$ cat src/sv/text_preview_sanitizer_assert.svh
// assertion helpers for the text preview sanitizer
// the user module must have clk and arst_n in scope
`ifndef TEXT_PREVIEW_SANITIZER_ASSERT_SVH
`define TEXT_PREVIEW_SANITIZER_ASSERT_SVH

// same-cycle implication
`define TPS_ASSERT_NOW(label, ante, cons, msg) \
	label: assert property (@(posedge clk) disable iff (!arst_n) (ante) |-> (cons)) \
		else $error(msg);

// next-cycle implication
`define TPS_ASSERT_NEXT(label, ante, cons, msg) \
	label: assert property (@(posedge clk) disable iff (!arst_n) (ante) |=> (cons)) \
		else $error(msg);

`endif

$ cat src/sv/tps_pkg.sv
`default_nettype none

package tps_pkg;

	localparam int LIMIT_WIDTH_DEF = 12;
	localparam int QUEUE_DEPTH_DEF = 4;
	localparam int PKT_BYTES       = 4;

	// one input request
	typedef struct packed {
		logic [7:0] text_byte;
		logic       final_byte;
	} tps_in_t;

	// one result request
	typedef struct packed {
		logic [7:0] out_byte;
		logic       string_end;
	} tps_out_t;

	// work handed from front to back: up to four bytes, then maybe an end item
	typedef struct packed {
		logic [PKT_BYTES-1:0][7:0] data;
		logic [2:0]                cnt;
		logic                      closes;
	} tps_pkt_t;

endpackage

`default_nettype wire

$ cat src/sv/tps_front.sv
`default_nettype none

module tps_front #(
	parameter int LIMIT_WIDTH = 12
) (
	input  wire logic                   clk,
	input  wire logic                   arst_n,
	input  wire logic                   cfg_valid,
	input  wire logic [LIMIT_WIDTH-1:0] cfg_data,
	input  wire logic                   item_valid,
	output logic                        item_ready,
	input  wire tps_pkg::tps_in_t       item,
	input  wire logic                   q_full,
	output logic                        pkt_push,
	output tps_pkg::tps_pkt_t           pkt
);
	import tps_pkg::*;

	localparam int LIMIT_MAX = (1 << LIMIT_WIDTH) - 1;
	localparam logic [LIMIT_WIDTH-1:0] LIMIT_RESET =
		LIMIT_WIDTH'((LIMIT_MAX < 127) ? LIMIT_MAX : 127);
	localparam logic [7:0] CHAR_SPACE = 8'h20;
	localparam logic [7:0] CHAR_QMARK = 8'h3F;

	typedef struct packed {
		logic [2:0][7:0] data;
		logic [1:0]      cnt;
	} clean_t;

	function automatic logic [1:0] lead_need(input logic [7:0] b);
		logic [1:0] n;
		n = 2'd0;
		priority if ((b & 8'hE0) == 8'hC0) n = 2'd1;
		else if ((b & 8'hF0) == 8'hE0) n = 2'd2;
		else if ((b & 8'hF8) == 8'hF0) n = 2'd3;
		else n = 2'd0;
		return n;
	endfunction

	function automatic logic [7:0] plain_byte(input logic [7:0] b);
		logic [7:0] r;
		r = CHAR_QMARK;
		priority if (b >= 8'h20 && b <= 8'h7E) r = b;
		else if (b >= 8'h09 && b <= 8'h0D) r = CHAR_SPACE;
		else r = CHAR_QMARK;
		return r;
	endfunction

	// held bytes of a cut sequence: lead gives '?', a complete pair behind it passes raw
	function automatic clean_t clean_held(input logic [2:0][7:0] h, input logic [1:0] n);
		clean_t c;
		c.data = '0;
		c.cnt  = n;
		c.data[0] = CHAR_QMARK;
		c.data[1] = plain_byte(h[1]);
		c.data[2] = plain_byte(h[2]);
		if (n == 2'd3 && lead_need(h[1]) == 2'd1) begin
			c.data[1] = h[1];
			c.data[2] = h[2];
		end
		return c;
	endfunction

	logic [LIMIT_WIDTH-1:0] limit_q;
	logic [LIMIT_WIDTH-1:0] seen_q;
	logic [LIMIT_WIDTH-1:0] seen_n;
	logic [2:0][7:0]        held_q;
	logic [2:0][7:0]        held_src;
	logic [1:0]             hc_q;
	logic [1:0]             need_q;
	logic                   leading_q;
	logic                   closed_q;

	logic       accept;
	logic [7:0] b;
	logic [7:0] pb;
	logic [1:0] ln;
	logic       close_now;
	logic       close_after;
	logic       complete;
	logic       hold;
	logic [1:0] n_src;
	clean_t     cl;

	assign b           = item.text_byte;
	assign pb          = plain_byte(b);
	assign ln          = lead_need(b);
	assign seen_n      = seen_q + LIMIT_WIDTH'(1);
	assign close_now   = (b == 8'd0) || (seen_q >= limit_q);
	assign close_after = item.final_byte || (seen_n >= limit_q);
	assign complete    = (hc_q != 2'd0) && (hc_q >= need_q);
	assign hold        = (hc_q != 2'd0) ? !complete : (ln != 2'd0);
	assign item_ready  = !q_full;
	assign accept      = item_valid && item_ready;

	always_comb begin
		held_src = held_q;
		n_src    = hc_q;
		if (!close_now && hold) begin
			held_src[hc_q] = b;
			n_src          = hc_q + 2'd1;
		end
	end

	assign cl = clean_held(held_src, n_src);

	always_comb begin
		pkt = '0;
		if (!closed_q) begin
			if (close_now) begin
				pkt.data[2:0] = cl.data;
				pkt.cnt       = {1'b0, cl.cnt};
				pkt.closes    = 1'b1;
			end else if (complete) begin
				pkt.data[2:0]  = held_q;
				pkt.data[hc_q] = b;
				pkt.cnt        = {1'b0, hc_q} + 3'd1;
				pkt.closes     = close_after;
			end else if (hold) begin
				if (close_after) begin
					pkt.data[2:0] = cl.data;
					pkt.cnt       = {1'b0, cl.cnt};
					pkt.closes    = 1'b1;
				end
			end else begin
				// leading spaces are dropped
				if (!(leading_q && pb == CHAR_SPACE)) begin
					pkt.data[0] = pb;
					pkt.cnt     = 3'd1;
				end
				pkt.closes = close_after;
			end
		end
	end

	assign pkt_push = accept && (pkt.cnt != 3'd0 || pkt.closes);

	always_ff @(posedge clk or negedge arst_n) begin
		if (!arst_n) begin
			limit_q <= LIMIT_RESET;
		end else if (cfg_valid) begin
			limit_q <= cfg_data;
		end
	end

	always_ff @(posedge clk) begin
		if (accept && !closed_q && !close_now && hold) begin
			held_q[hc_q] <= b;
		end
	end

	always_ff @(posedge clk or negedge arst_n) begin
		if (!arst_n) begin
			seen_q    <= '0;
			hc_q      <= '0;
			need_q    <= '0;
			leading_q <= 1'b1;
			closed_q  <= 1'b0;
		end else if (accept) begin
			if (item.final_byte) begin
				// the final byte always starts a fresh text
				seen_q    <= '0;
				hc_q      <= '0;
				need_q    <= '0;
				leading_q <= 1'b1;
				closed_q  <= 1'b0;
			end else if (!closed_q) begin
				leading_q <= leading_q && (pkt.cnt == 3'd0);
				if (close_now) begin
					hc_q     <= '0;
					need_q   <= '0;
					closed_q <= 1'b1;
				end else begin
					seen_q <= seen_n;
					if (close_after || complete) begin
						hc_q     <= '0;
						need_q   <= '0;
						closed_q <= close_after;
					end else if (hold) begin
						hc_q <= hc_q + 2'd1;
						if (hc_q == 2'd0) begin
							need_q <= ln;
						end
					end
				end
			end
		end
	end

endmodule

`default_nettype wire

$ cat src/sv/tps_queue.sv
`default_nettype none

module tps_queue #(
	parameter int DEPTH = 4
) (
	input  wire logic              clk,
	input  wire logic              arst_n,
	input  wire logic              push,
	input  wire tps_pkg::tps_pkt_t push_pkt,
	output logic                   full,
	output logic                   head_valid,
	output tps_pkg::tps_pkt_t      head_pkt,
	input  wire logic              pop
);
	import tps_pkg::*;

	localparam int PW = (DEPTH > 1) ? $clog2(DEPTH) : 1;
	localparam int CW = $clog2(DEPTH + 1);
	localparam logic [PW-1:0] LAST_PTR = PW'(DEPTH - 1);
	localparam logic [CW-1:0] FULL_CNT = CW'(DEPTH);

	tps_pkt_t        slot_q [DEPTH];
	logic [PW-1:0]   wr_ptr_q;
	logic [PW-1:0]   rd_ptr_q;
	logic [CW-1:0]   count_q;

	assign full       = (count_q == FULL_CNT);
	assign head_valid = (count_q != '0);
	assign head_pkt   = slot_q[rd_ptr_q];

	always_ff @(posedge clk) begin
		if (push) begin
			slot_q[wr_ptr_q] <= push_pkt;
		end
	end

	always_ff @(posedge clk or negedge arst_n) begin
		if (!arst_n) begin
			wr_ptr_q <= '0;
			rd_ptr_q <= '0;
			count_q  <= '0;
		end else begin
			if (push) begin
				wr_ptr_q <= (wr_ptr_q == LAST_PTR) ? '0 : wr_ptr_q + PW'(1);
			end
			if (pop) begin
				rd_ptr_q <= (rd_ptr_q == LAST_PTR) ? '0 : rd_ptr_q + PW'(1);
			end
			unique case ({push, pop})
				2'b10:   count_q <= count_q + CW'(1);
				2'b01:   count_q <= count_q - CW'(1);
				default: count_q <= count_q;
			endcase
		end
	end

endmodule

`default_nettype wire

$ cat src/sv/tps_back.sv
`default_nettype none

module tps_back (
	input  wire logic              clk,
	input  wire logic              arst_n,
	input  wire logic              head_valid,
	input  wire tps_pkg::tps_pkt_t head_pkt,
	output logic                   pop,
	output logic                   result_valid,
	input  wire logic              result_ready,
	output tps_pkg::tps_out_t      result
);
	import tps_pkg::*;

	logic [2:0] idx_q;
	logic       load;
	logic       at_end;
	logic       last;
	tps_out_t   cur;

	// past the bytes comes the end item, if the packet closes the string
	assign at_end = (idx_q == head_pkt.cnt);
	assign last   = head_pkt.closes ? at_end : (idx_q == head_pkt.cnt - 3'd1);
	assign load   = !result_valid || result_ready;
	assign pop    = load && head_valid && last;

	always_comb begin
		cur.out_byte   = at_end ? 8'd0 : head_pkt.data[idx_q[1:0]];
		cur.string_end = at_end;
	end

	always_ff @(posedge clk) begin
		if (load && head_valid) begin
			result <= cur;
		end
	end

	always_ff @(posedge clk or negedge arst_n) begin
		if (!arst_n) begin
			result_valid <= 1'b0;
			idx_q        <= '0;
		end else if (load) begin
			result_valid <= head_valid;
			if (head_valid) begin
				idx_q <= last ? 3'd0 : idx_q + 3'd1;
			end
		end
	end

endmodule

`default_nettype wire

$ cat src/sv/text_preview_sanitizer.sv
// a result passes the packet queue and then the output register after its request is accepted
// throughput: one request per cycle while the queue has room; one result per cycle while the receiver is ready
// a request causing k results holds the output side until all k are taken; the queue absorbs bursts
// reset: arst_n asynchronous active low; limit returns to 127, string state clears
// no clearing pass after reset; requests are taken on the first cycle out of reset
`default_nettype none
`include "text_preview_sanitizer_assert.svh"

module text_preview_sanitizer #(
	parameter int LIMIT_WIDTH = tps_pkg::LIMIT_WIDTH_DEF,
	parameter int QUEUE_DEPTH = tps_pkg::QUEUE_DEPTH_DEF
) (
	input  wire logic                   clk,
	input  wire logic                   arst_n,
	// configuration write: the preview limit
	input  wire logic                   cfg_valid,
	output logic                        cfg_ready,
	input  wire logic [LIMIT_WIDTH-1:0] cfg_data,
	// raw text requests
	input  wire logic                   item_valid,
	output logic                        item_ready,
	input  wire tps_pkg::tps_in_t       item,
	// cleaned preview requests
	output logic                        result_valid,
	input  wire logic                   result_ready,
	output tps_pkg::tps_out_t           result
);
	import tps_pkg::*;

	// front to queue
	logic     pkt_push;
	tps_pkt_t pkt;
	logic     q_full;
	// queue to back
	logic     q_valid;
	tps_pkt_t q_pkt;
	logic     q_pop;

	// the user must write the limit only while idle; the block does not enforce it and the register takes writes at once
	assign cfg_ready = 1'b1;

	// front: classifies each byte, tracks utf-8 sequences, limit and leading spaces
	// and turns each request into at most one packet of up to four bytes plus an end mark
	tps_front #(
		.LIMIT_WIDTH(LIMIT_WIDTH)
	) u_front (
		.clk       (clk),
		.arst_n    (arst_n),
		.cfg_valid (cfg_valid),
		.cfg_data  (cfg_data),
		.item_valid(item_valid),
		.item_ready(item_ready),
		.item      (item),
		.q_full    (q_full),
		.pkt_push  (pkt_push),
		.pkt       (pkt)
	);

	// short packet queue so front and back stall on their own
	tps_queue #(
		.DEPTH(QUEUE_DEPTH)
	) u_queue (
		.clk       (clk),
		.arst_n    (arst_n),
		.push      (pkt_push),
		.push_pkt  (pkt),
		.full      (q_full),
		.head_valid(q_valid),
		.head_pkt  (q_pkt),
		.pop       (q_pop)
	);

	// back: walks the head packet one result per cycle, while the receiver is ready, into the output register
	tps_back u_back (
		.clk         (clk),
		.arst_n      (arst_n),
		.head_valid  (q_valid),
		.head_pkt    (q_pkt),
		.pop         (q_pop),
		.result_valid(result_valid),
		.result_ready(result_ready),
		.result      (result)
	);

	// front never writes a full queue
	`TPS_ASSERT_NOW(a_no_push_full, pkt_push, !q_full, "packet pushed into full queue")
	// back only pops what is there
	`TPS_ASSERT_NOW(a_pop_has_data, q_pop, q_valid, "pop from empty queue")
	// a push without a pop leaves the queue holding work
	`TPS_ASSERT_NEXT(a_push_fills, pkt_push && !q_pop, q_valid, "pushed packet lost")
	// the end item carries a zero byte
	`TPS_ASSERT_NOW(a_end_zero, result_valid && result.string_end, result.out_byte == 8'd0,
		"end item with nonzero byte")

endmodule

`default_nettype wire

$ cat config.mk
export PLATFORM = sky130hd
export DESIGN_NAME = text_preview_sanitizer
export DESIGN_NICKNAME = d
export VERILOG_FILES = /design/src/sv/tps_pkg.sv /design/src/sv/tps_front.sv /design/src/sv/tps_queue.sv /design/src/sv/tps_back.sv /design/src/sv/text_preview_sanitizer.sv
export VERILOG_INCLUDE_DIRS = /design/src /design/src/sv
export SDC_FILE = /design/constraint.sdc
export NUM_CORES = 1
export LEC_CHECK = 0
export BUFFER_PORTS_ARGS = -buffer_cell sky130_fd_sc_hd__buf_2
export CORE_UTILIZATION = 65
export CTS_CLUSTER_DIAMETER = 50
export CTS_CLUSTER_SIZE = 25
export DETAILED_ROUTE_END_ITERATION = 10
export PLACE_DENSITY = 0.8
export SETUP_SLACK_MARGIN = 0.4
export SLEW_MARGIN = 5
export SYNTH_ARGS = -nofsm -noshare
export SYNTH_HDL_FRONTEND = slang
export SYNTH_SLANG_ARGS = --single-unit
$ cat constraint.sdc
create_clock -name clk -period 10.58 [get_ports clk]
set_input_delay 1.058 -clock clk [delete_from_list [all_inputs] [get_ports clk]]
set_output_delay 1.058 -clock clk [all_outputs]
set_load 0.01 [all_outputs]
# == Word-level counts from Yosys, hierarchy flattened ==
# Memory sizes are Yosys's and may differ from the RTL's.
# Index checks and enable logic that the tools add are counted.
# Widths: inputs -> output; s select.
# op_classes
add_sub_neg,9
n_lt_le_gt_ge,18
n_eq_ne,18
mux,58
n_reduce_logical,44
# op_table
op,count
$mux 28,3
$mux 8,7
$mux 12,4
$mux 2,20
$mux 36,1
$bwmux 32,1
$mux 16,2
$bwmux 24,1
$ge 12x12->1,2
$ge 8x4->1 const B,3
$ge 8x6->1 const B,3
$le 8x4->1 const B,3
$le 8x7->1 const B,3
$mux 24,1
$logic_and 1x1->1,19
$bmux 8 s2,1
$demux 8 s2,1
$mux 5,3
$add 12x1->12 const B,1
$mux 11,1
$eq 5x5->1 const B,2
$mux 1,10
$eq 3x3->1 const B,3
$eq 2x2->1 const B,4
25 further kinds,48
# totals
register_bits,74
mem_bits_rw,144
inputBits,26
mem_count,1
# memory_table
memory,words,width,rd,rd_clocked_by_memory_dff,wr,line_no,source
u_queue.slot_q,4,36,1,0,1,tps_queue.sv:22,tps_pkt_t slot_q [DEPTH];

# == Depth between registers and ports, before layout ==
# Gate-level depths: netlist of run 1.
# logic_depth
ltp_word,25
mapped_depth,20

# == Cells and area by module ==
# A second synthesis of run 1 with hierarchy kept.
# hier_totals
hier_cells,798
hier_area_um2,10791.6
# modules_own_cells
mod,n_inst,cells_each,area_each_um2,seq_area_each_um2
tps_queue,1,223,5616.6,4499.3
tps_front,1,516,4350.4,1481.4
tps_back,1,57,813.3,370.4
text_preview_sanitizer,1,2,11.3,0.0

# == Least setup slack after synthesis of run 1 ==
# No wires, ideal clock.
# synth_path
kind,input-to-reg
startpoint,in item[8] (netlist bit)
endpoint,reg u_front.held_q[0] (netlist bit) (enable)
arrival_time_ns,3.723
required_ns,10.145
setup_slack_ns,6.422
path_stages,6
n_path_buf,1
path_cell_list,clkbuf_1 nor2_1 a221oi_2 o211a_1 nand2b_1 nor3_1
# synth_via
elab_chain_cells,7
word_cells_on_any_way,13
cone_classes,3 x eq/ne; 4 x mux; 6 x reduce/logical
# synth_rtl
item,line_no,source
"start, declared",text_preview_sanitizer.sv:22,"input wire tps_pkg::tps_in_t item,"
$eq 5x5->1,tps_front.sv:35,else if ((b & 8'hF8) == 8'hF0) n = 2'd3;
$mux 2,tps_front.sv:35,
$mux 2,tps_front.sv:34,else if ((b & 8'hF0) == 8'hE0) n = 2'd2;
$mux 2,tps_front.sv:33,priority if ((b & 8'hE0) == 8'hC0) n = 2'd1;
$reduce_bool 2->1,tps_front.sv:92,assign hold = (hc_q != 2'd0) ? !complete : (ln != 2'd0);
$mux 1,tps_front.sv:92,
$logic_and 1x1->1 (*),tps_front.sv:147,if (accept && !closed_q && !close_now && hold) begin
"end signal, assigned by index",tps_front.sv:148,held_q[hc_q] <= b;
"end, declared",tps_front.sv:67,logic [2:0][7:0] held_q;
# Every way passes the cells marked *; elsewhere a longest branch is shown, timed or not.
# A chain may end at the register's enable or synchronous reset.

# == Worst setup path in the final report of run 1 ==
# layout_path
startpoint,reg u_front.seen_q[0]
endpoint,mem u_queue.slot_q[3][26] (netlist bit) (enable)
# layout_via
elab_chain_cells,15
word_cells_on_any_way,18
cone_classes,1 x add/sub; 2 x order compare; 8 x mux; 7 x reduce/logical
# layout_rtl
item,line_no,source
"start, declared",tps_front.sv:65,logic [LIMIT_WIDTH-1:0] seen_q;
"start signal, assigned",tps_front.sv:174,seen_q <= seen_n;
branches (longest 8 deep; another with $add 12x1->12),-,
$mux 28 (*),tps_front.sv:110,if (close_now) begin
$mux 36 (*),tps_front.sv:109,if (!closed_q) begin
$reduce_bool 3->1,tps_front.sv:136,assign pkt_push = accept && (pkt.cnt != 3'd0 || pkt.closes);
$logic_or 1x1->1 (*),tps_front.sv:136,
$logic_and 1x1->1 (*),tps_front.sv:136,
$mux 1 (*),tps_queue.sv:32,if (push) begin
$mux 1 (implied by the code) (*),tps_queue.sv:33,slot_q[wr_ptr_q] <= push_pkt;
"end, declared",tps_queue.sv:22,
# Every way passes the cells marked *.

==> impl_metrics.yaml, run 1 <==
run_status:
  status: "finished clean"
pwr:
  p_leak_nw: 4.391
  power.density_nw_per_um2: 280.8
  power_mw: 3.323
  ir_worst_vdd_v: 0.0002054
drt:
  dr.pass1.iters: 6
  routed_wl_um: 23580
  vias_per_cell: 6.440
  num_vias: 6749
  drc_errors: 0
  wl_per_cell_um: 22.50
  ant_nets: 0
  drt_iter0_drc: 652
critical_path:
  reg2reg_to: "u_queue.slot_q[3][26]"
  r2r_cells: 14
  worst_setup_path_start_kind: "flop"
  critPathArrivalTime_ns: 4.66
  critical_path_required_ns: 10.74
  critPathCaptureType: "flop"
  critPathKind: "flop to flop"
  reg2reg_from: "u_front.seen_q[0]"
  critical_path.endpoint: "u_queue.slot_q[3][26]"
  crit_fanout: 25
  crit_start: "u_front.seen_q[0]"
  reg2reg_slack_ns: 6.08
floorplan:
  die_y_um: 130.9
  die-area_sq_um: 17140
  die_w_um: 130.9
  core-area_sq_um: 16060
  row_count: 46
  initial_core_util_pct: 67.28
  io_pins: 38
synth:
  async_flop_share_pct: 18.81
  syn_area_per_cell_sq_um: 13.75
  yosysWarningCount: 0
  ys_ff_latch: 218
  synth_nets: 852
  yosysUniqueCellTypes: 80
  ys_top_cells_by_count: "edfxtp_1, nand2_1, a21oi_1, mux4_2, o21ai_0"
  ys_seq_area_share_pct: 58.78
  syn_area_sq_um: 10800
  synth.most_common_cell: "edfxtp_1"
  synth_edf_count: 177
  ys.flop_type: "edfxtp_1"
  synthCells: 786
  yosys.area.top_type: "edfxtp_1"
  synth_top_area_share_pct: 49.20
  synth_area_leaders: "edfxtp_1, mux4_2, dfrtp_1, ha_1, nand2_1"
clock_tree:
  clock_path_buffers: 3
  cts.sinks: 218
  cts_hold_buf: 0
  cts.root.buffer_cell: "clkbuf_16"
  post_cts_buffers: 0
  numCtsBuffers: 19
  clk_pin_slew_ns: 0.08
  cts.htree.levels: 1
  post_cts_resized: 0
  cts_tree: "done"
  clk_latency_ns: 0.51
grt:
  overflow: 0
  grt_pass1_wl_um: 37210
  grt_max_degree: 42
  grt_pass1_vias: 6825
  global_route.usage.total_pct: 29.42
  antenna_found_initial: 0
placed_design:
  place_ws_ns: 6.124
  placedCellCount: 1014
  globalplace.congestion: 0.9115
  placedInstanceArea_sq_um: 11160
  numPortBuffers: 36
  hpwlAfterDp_um: 15770
final_layout:
  multi_input_area_sq_um: 4141
  area_delta_synth_final_pct: 9.507
  seq_area_sq_um: 6352
  nNetsFinal: 885
  fin_cells: 1048
  diodes: 0
  fillCellCount: 1014
  postLayoutCellArea_sq_um: 11830
  layout-drive-gt1-share_pct: 21.75
timing:
  maxSlewHeadroom_pct: 36.87
  period_share_pct: 42.51
  fin_tns_setup_ns: 0
  fin_crit_ns: 4.498
  tightest_slew_ns: 0.9469
  timing.final.ws_setup_ns: 6.082
  fin_skew_ns: 0.03328
  rsz0062_at_grt: "false"
  hold_viol_final: 0
  drv_slew: 0
  fmax_mhz: 222.3
  setup_viol: 0
job:
  maxCapViolCount: 0
worst_hold_path:
  hold_path.class: "flop to flop"
-- layout make-up --
| cell class | count | area share (%) |
|---|---|---|
| Clock buffer | 20 | 4.050 |
| Clock inverter | 14 | 1.607 |
| Inverter | 38 | 1.206 |
| Multi-Input combinational cell | 496 | 35.00 |
| Sequential cell | 218 | 53.69 |
| Tap cell | 216 | 2.284 |
| Timing Repair Buffer | 46 | 2.157 |
-- cell usage in the layout, fill, tap and decap left out, types with 32 or more instances in the layout --
| cell | count |
|---|---|
| dfrtp_1 | 32 |
| nand2_1 | 78 |
| o21ai_0 | 42 |
| buf_2 | 36 |
| ha_1 | 39 |
| nor2_1 | 35 |
| inv_1 | 38 |
| mux4_2 | 44 |
| edfxtp_1 | 177 |
| a21oi_1 | 48 |
-- cell families (layout without fill, tap and decap cells) --
family | Yosys count | after routing | share of synthesized area (%)
adder cells (fa/ha/maj) | 40 | 40 | 4.702
buffers and inverters | 72 | 118 | 2.930
multiplexers | 78 | 78 | 12.72
AO/OA/AOI/OAI | 154 | 154 | 9.693
flip-flops | 218 | 218 | 58.78
AND/OR/NAND/NOR | 205 | 205 | 9.612
XOR/XNOR | 18 | 18 | 1.529
other | 1 | 1 | 0.03471
-- per-layer routing --
metal  global-route usage, %  share of wire, %  vias to the layer above
met4                   8.316               1.9                        0
met5                       0                 0                        -
met1                   40.62                41                     3337
li1                        -                 -                     3070
met3                   3.542               7.2                       43
met2                   49.74                50                      299
-- report_power, final --
group	switching (mW)	internal [mW]
sequential	0.107	1.21
combinational	0.754	0.518
clock	0.364	0.369
total	1.23	2.10
-- sequential cells by signal (all words and copies together), names as in the netlist --
register	cells
u_front.held_q	24
u_front.hc_q	2
u_queue.slot_q	144
u_back.idx_q	3
u_back.result	9
u_front.limit_q	12
u_front.seen_q	12
u_back.result_valid	1
u_front.need_q	2
u_front.closed_q	1
u_front.leading_q	1
u_queue.rd_ptr_q	2
u_queue.wr_ptr_q	2
u_queue.count_q	3
-- per-stage QoR --
step	hold WS, ns	utilization (%)
after detailed placement	0.4809	69.51
after global placement	0.4727	69.51
after floorplan	0.4615	-
final	0.4937	73.68
after global routing	0.5208	73.68
after CTS	0.4914	73.68
-- critical path: stages, from the launching register on --
cell	delay, ns
dfrtp_1	0.47
ha_1	0.28
nand3_1	0.13
nor2_1	0.27
and3_1	0.29
nand3_1	0.11
xnor2_1	0.17
ha_1	0.31
o2111a_1	0.19
nor2_1	0.05
nor2_1	0.34
a21oi_1	0.14
a211oi_4	0.40
and2_1	0.54
buf_4	0.46
-- how the worst min path moves through the flow --
stage | from | to | slack [ns] | cells after the start
finish | u_front.leading_q | u_front.leading_q | 0.49 | 2
global route | u_front.leading_q | u_front.leading_q | 0.52 | 2
CTS | u_front.leading_q | u_front.leading_q | 0.49 | 2
detailed placement | u_front.leading_q | u_front.leading_q | 0.48 | 2
global placement | u_back.result_valid | u_back.result_valid | 0.47 | 2
floorplan | u_front.leading_q | u_front.leading_q | 0.46 | 2
Note: power is estimated with default switching activity, not from simulation.
==> run 2: changes to the inputs <==
CORE_UTILIZATION = 62   (was 65)
PLACE_DENSITY = 0.77   (was 0.8)
clock period = 4.4 ns   (was 10.58 ns; I/O delays follow)
==> run 2 against run 1 <==
Effect of this change:
- final cell count up 2.1%
- first-iteration DRC count fell by 5.8%
- critical path depth grew 6
- highest routed layer unchanged
- largest power group unchanged
- total power is 150% higher
- clock skew down 0.021 ns
- critical endpoint is now u_queue.count_q[2]
- setup slack worse by 5.5 ns
- utilization fell by 1.6 points
- hold slack lost 0.42 ns
- largest cell class unchanged
==> impl_metrics.yaml, run 2 (synthesized netlist as in run 1, its figures left out) <==
floorplan:
  die-area_sq_um: 17960
  row_count: 47
  initial_core_util_pct: 64.24
  die_w_um: 134.0
  io_pins: 38
  core-area_sq_um: 16820
  die_y_um: 134.0
timing:
  fin_crit_ns: 3.771
  fmax_mhz: 265.2
  drv_slew: 0
  rsz0062_at_grt: "true"
  setup_viol: 0
  hold_viol_final: 0
  timing.final.ws_setup_ns: 0.6288
  tightest_slew_ns: 0.9343
  period_share_pct: 85.71
  maxSlewHeadroom_pct: 37.71
  whs_ns: 0.07773
  fin_tns_setup_ns: 0
  fin_skew_ns: 0.01179
placed_design:
  globalplace.congestion: 0.9520
  numPortBuffers: 36
  hpwlAfterDp_um: 15970
  placedCellCount: 1023
  placedInstanceArea_sq_um: 11250
  place_ws_ns: 0.1822
critical_path:
  critPathCaptureType: "flop"
  reg2reg_slack_ns: 0.63
  crit_fanout: 7
  critical_path_required_ns: 4.83
  worst_setup_path_start_kind: "flop"
  critPathArrivalTime_ns: 4.21
  r2r_cells: 20
  reg2reg_from: "u_front.seen_q[2]"
  crit_start: "u_front.seen_q[2]"
  reg2reg_to: "u_queue.count_q[2]"
  critPathKind: "flop to flop"
job:
  maxCapViolCount: 0
drt:
  wl_per_cell_um: 22.60
  vias_per_cell: 6.486
  drt_iter0_drc: 614
  dr.pass1.iters: 5
  num_vias: 6940
  ant_nets: 0
  drc_errors: 0
  routed_wl_um: 24180
final_layout:
  postLayoutCellArea_sq_um: 12130
  area_delta_synth_final_pct: 12.25
  finish.utilization_pct: 72.11
  diodes: 0
  largest_reg_flops: 144
  layout_commonest_cell: "edfxtp_1"
  largest_registers: "u_queue.slot_q: 144 flops, u_front.held_q: 24 flops"
  fin_cells: 1070
  nNetsFinal: 900
  final_cell_mix: "edfxtp_1, nand2_1, a21oi_1, mux4_2, o21ai_0"
  layout-drive-gt1-share_pct: 25.41
  regMostFlops: "u_queue.slot_q"
run_status:
  status: "finished clean"
grt:
  global_route.usage.total_pct: 28.11
  grt_pass1_vias: 7041
  grt_max_degree: 42
  overflow: 0
  antenna_found_initial: 0
  grt_pass1_wl_um: 38520
clock_tree:
  cts_tree: "done"
  clk_latency_ns: 0.51
  cts.htree.levels: 1
  cts.root.buffer_cell: "clkbuf_16"
  numCtsBuffers: 22
  cts_hold_buf: 0
  cts.sinks: 218
  clk_pin_slew_ns: 0.07
  clock_path_buffers: 3
pwr:
  p_leak_nw: 4.506
  power.density_nw_per_um2: 675.9
  ir_worst_vdd_v: 0.0004966
  power_mw: 8.197
worst_hold_path:
  hold_path.class: "primary input to asynchronous set/reset pin"
-- run 2: cell types whose count changed in the layout (fill, tap and decap cells not counted), sizes merged --
cell,before,now
clkinv,1,6
clkbuf,20,23
clkinvlp,0,3
inv,51,46
buf,46,58
-- run 2: cell type report --
cell class / count / area (sq um)
flip-flops and latches: 218 / 6360
fillers: 1128 / 4691
multi-input cells: 496 / 4202
clock buffers: 23 / 575.6
repair buffers: 58 / 395.4
well taps: 220 / 275.3
clock inverters: 17 / 177.7
inverters: 38 / 142.6
-- run 2: how the worst max path moves through the flow --
stage / endpoint / depth (start not counted) / slack (ns)
after floorplan: u_queue.slot_q[3][0] / 13 / 0.42
after global placement: u_queue.count_q[2] / 20 / 0.32
after detailed placement: u_queue.count_q[2] / 20 / 0.18
after CTS: u_queue.count_q[2] / 20 / 0.42
after global routing: u_queue.count_q[2] / 20 / 0.38
final: u_queue.count_q[2] / 20 / 0.63
-- run 2: layer usage --
metal	share of wire [%]	global-route usage, %
met5	0	0
met1	41	38.68
met4	2.2	6.566
met3	6.7	4.346
met2	50	47.52
-- run 2: critical path, cell delays in order (launching register included) --
cell	delay, ns
dfrtp_2	0.41
nand3_2	0.10
nor2_4	0.14
and3_4	0.23
and3_1	0.21
nand3_1	0.13
xnor2_2	0.16
ha_1	0.32
a211oi_2	0.19
nand2_1	0.10
a211oi_2	0.17
nor2_1	0.09
a21oi_2	0.17
a211oi_4	0.11
inv_1	0.08
ha_1	0.17
inv_1	0.06
fa_1	0.43
xor2_1	0.15
nor2_1	0.11
xor2_1	0.15
-- run 2: power by group --
| group | internal [mW] | total (mW) | switching (mW) |
|---|---|---|---|
| clock network | 1.01 | 1.89 | 0.882 |
| logic | 1.29 | 3.08 | 1.79 |
| registers | 2.91 | 3.22 | 0.308 |
-- run 2: timing repair --
item / in CTS / in global routing
pin swaps: 0 / 2
endpoints found under the setup margin: 2 / 10
buffers inserted: 0 / 7
gates resized for setup: 9 / 10
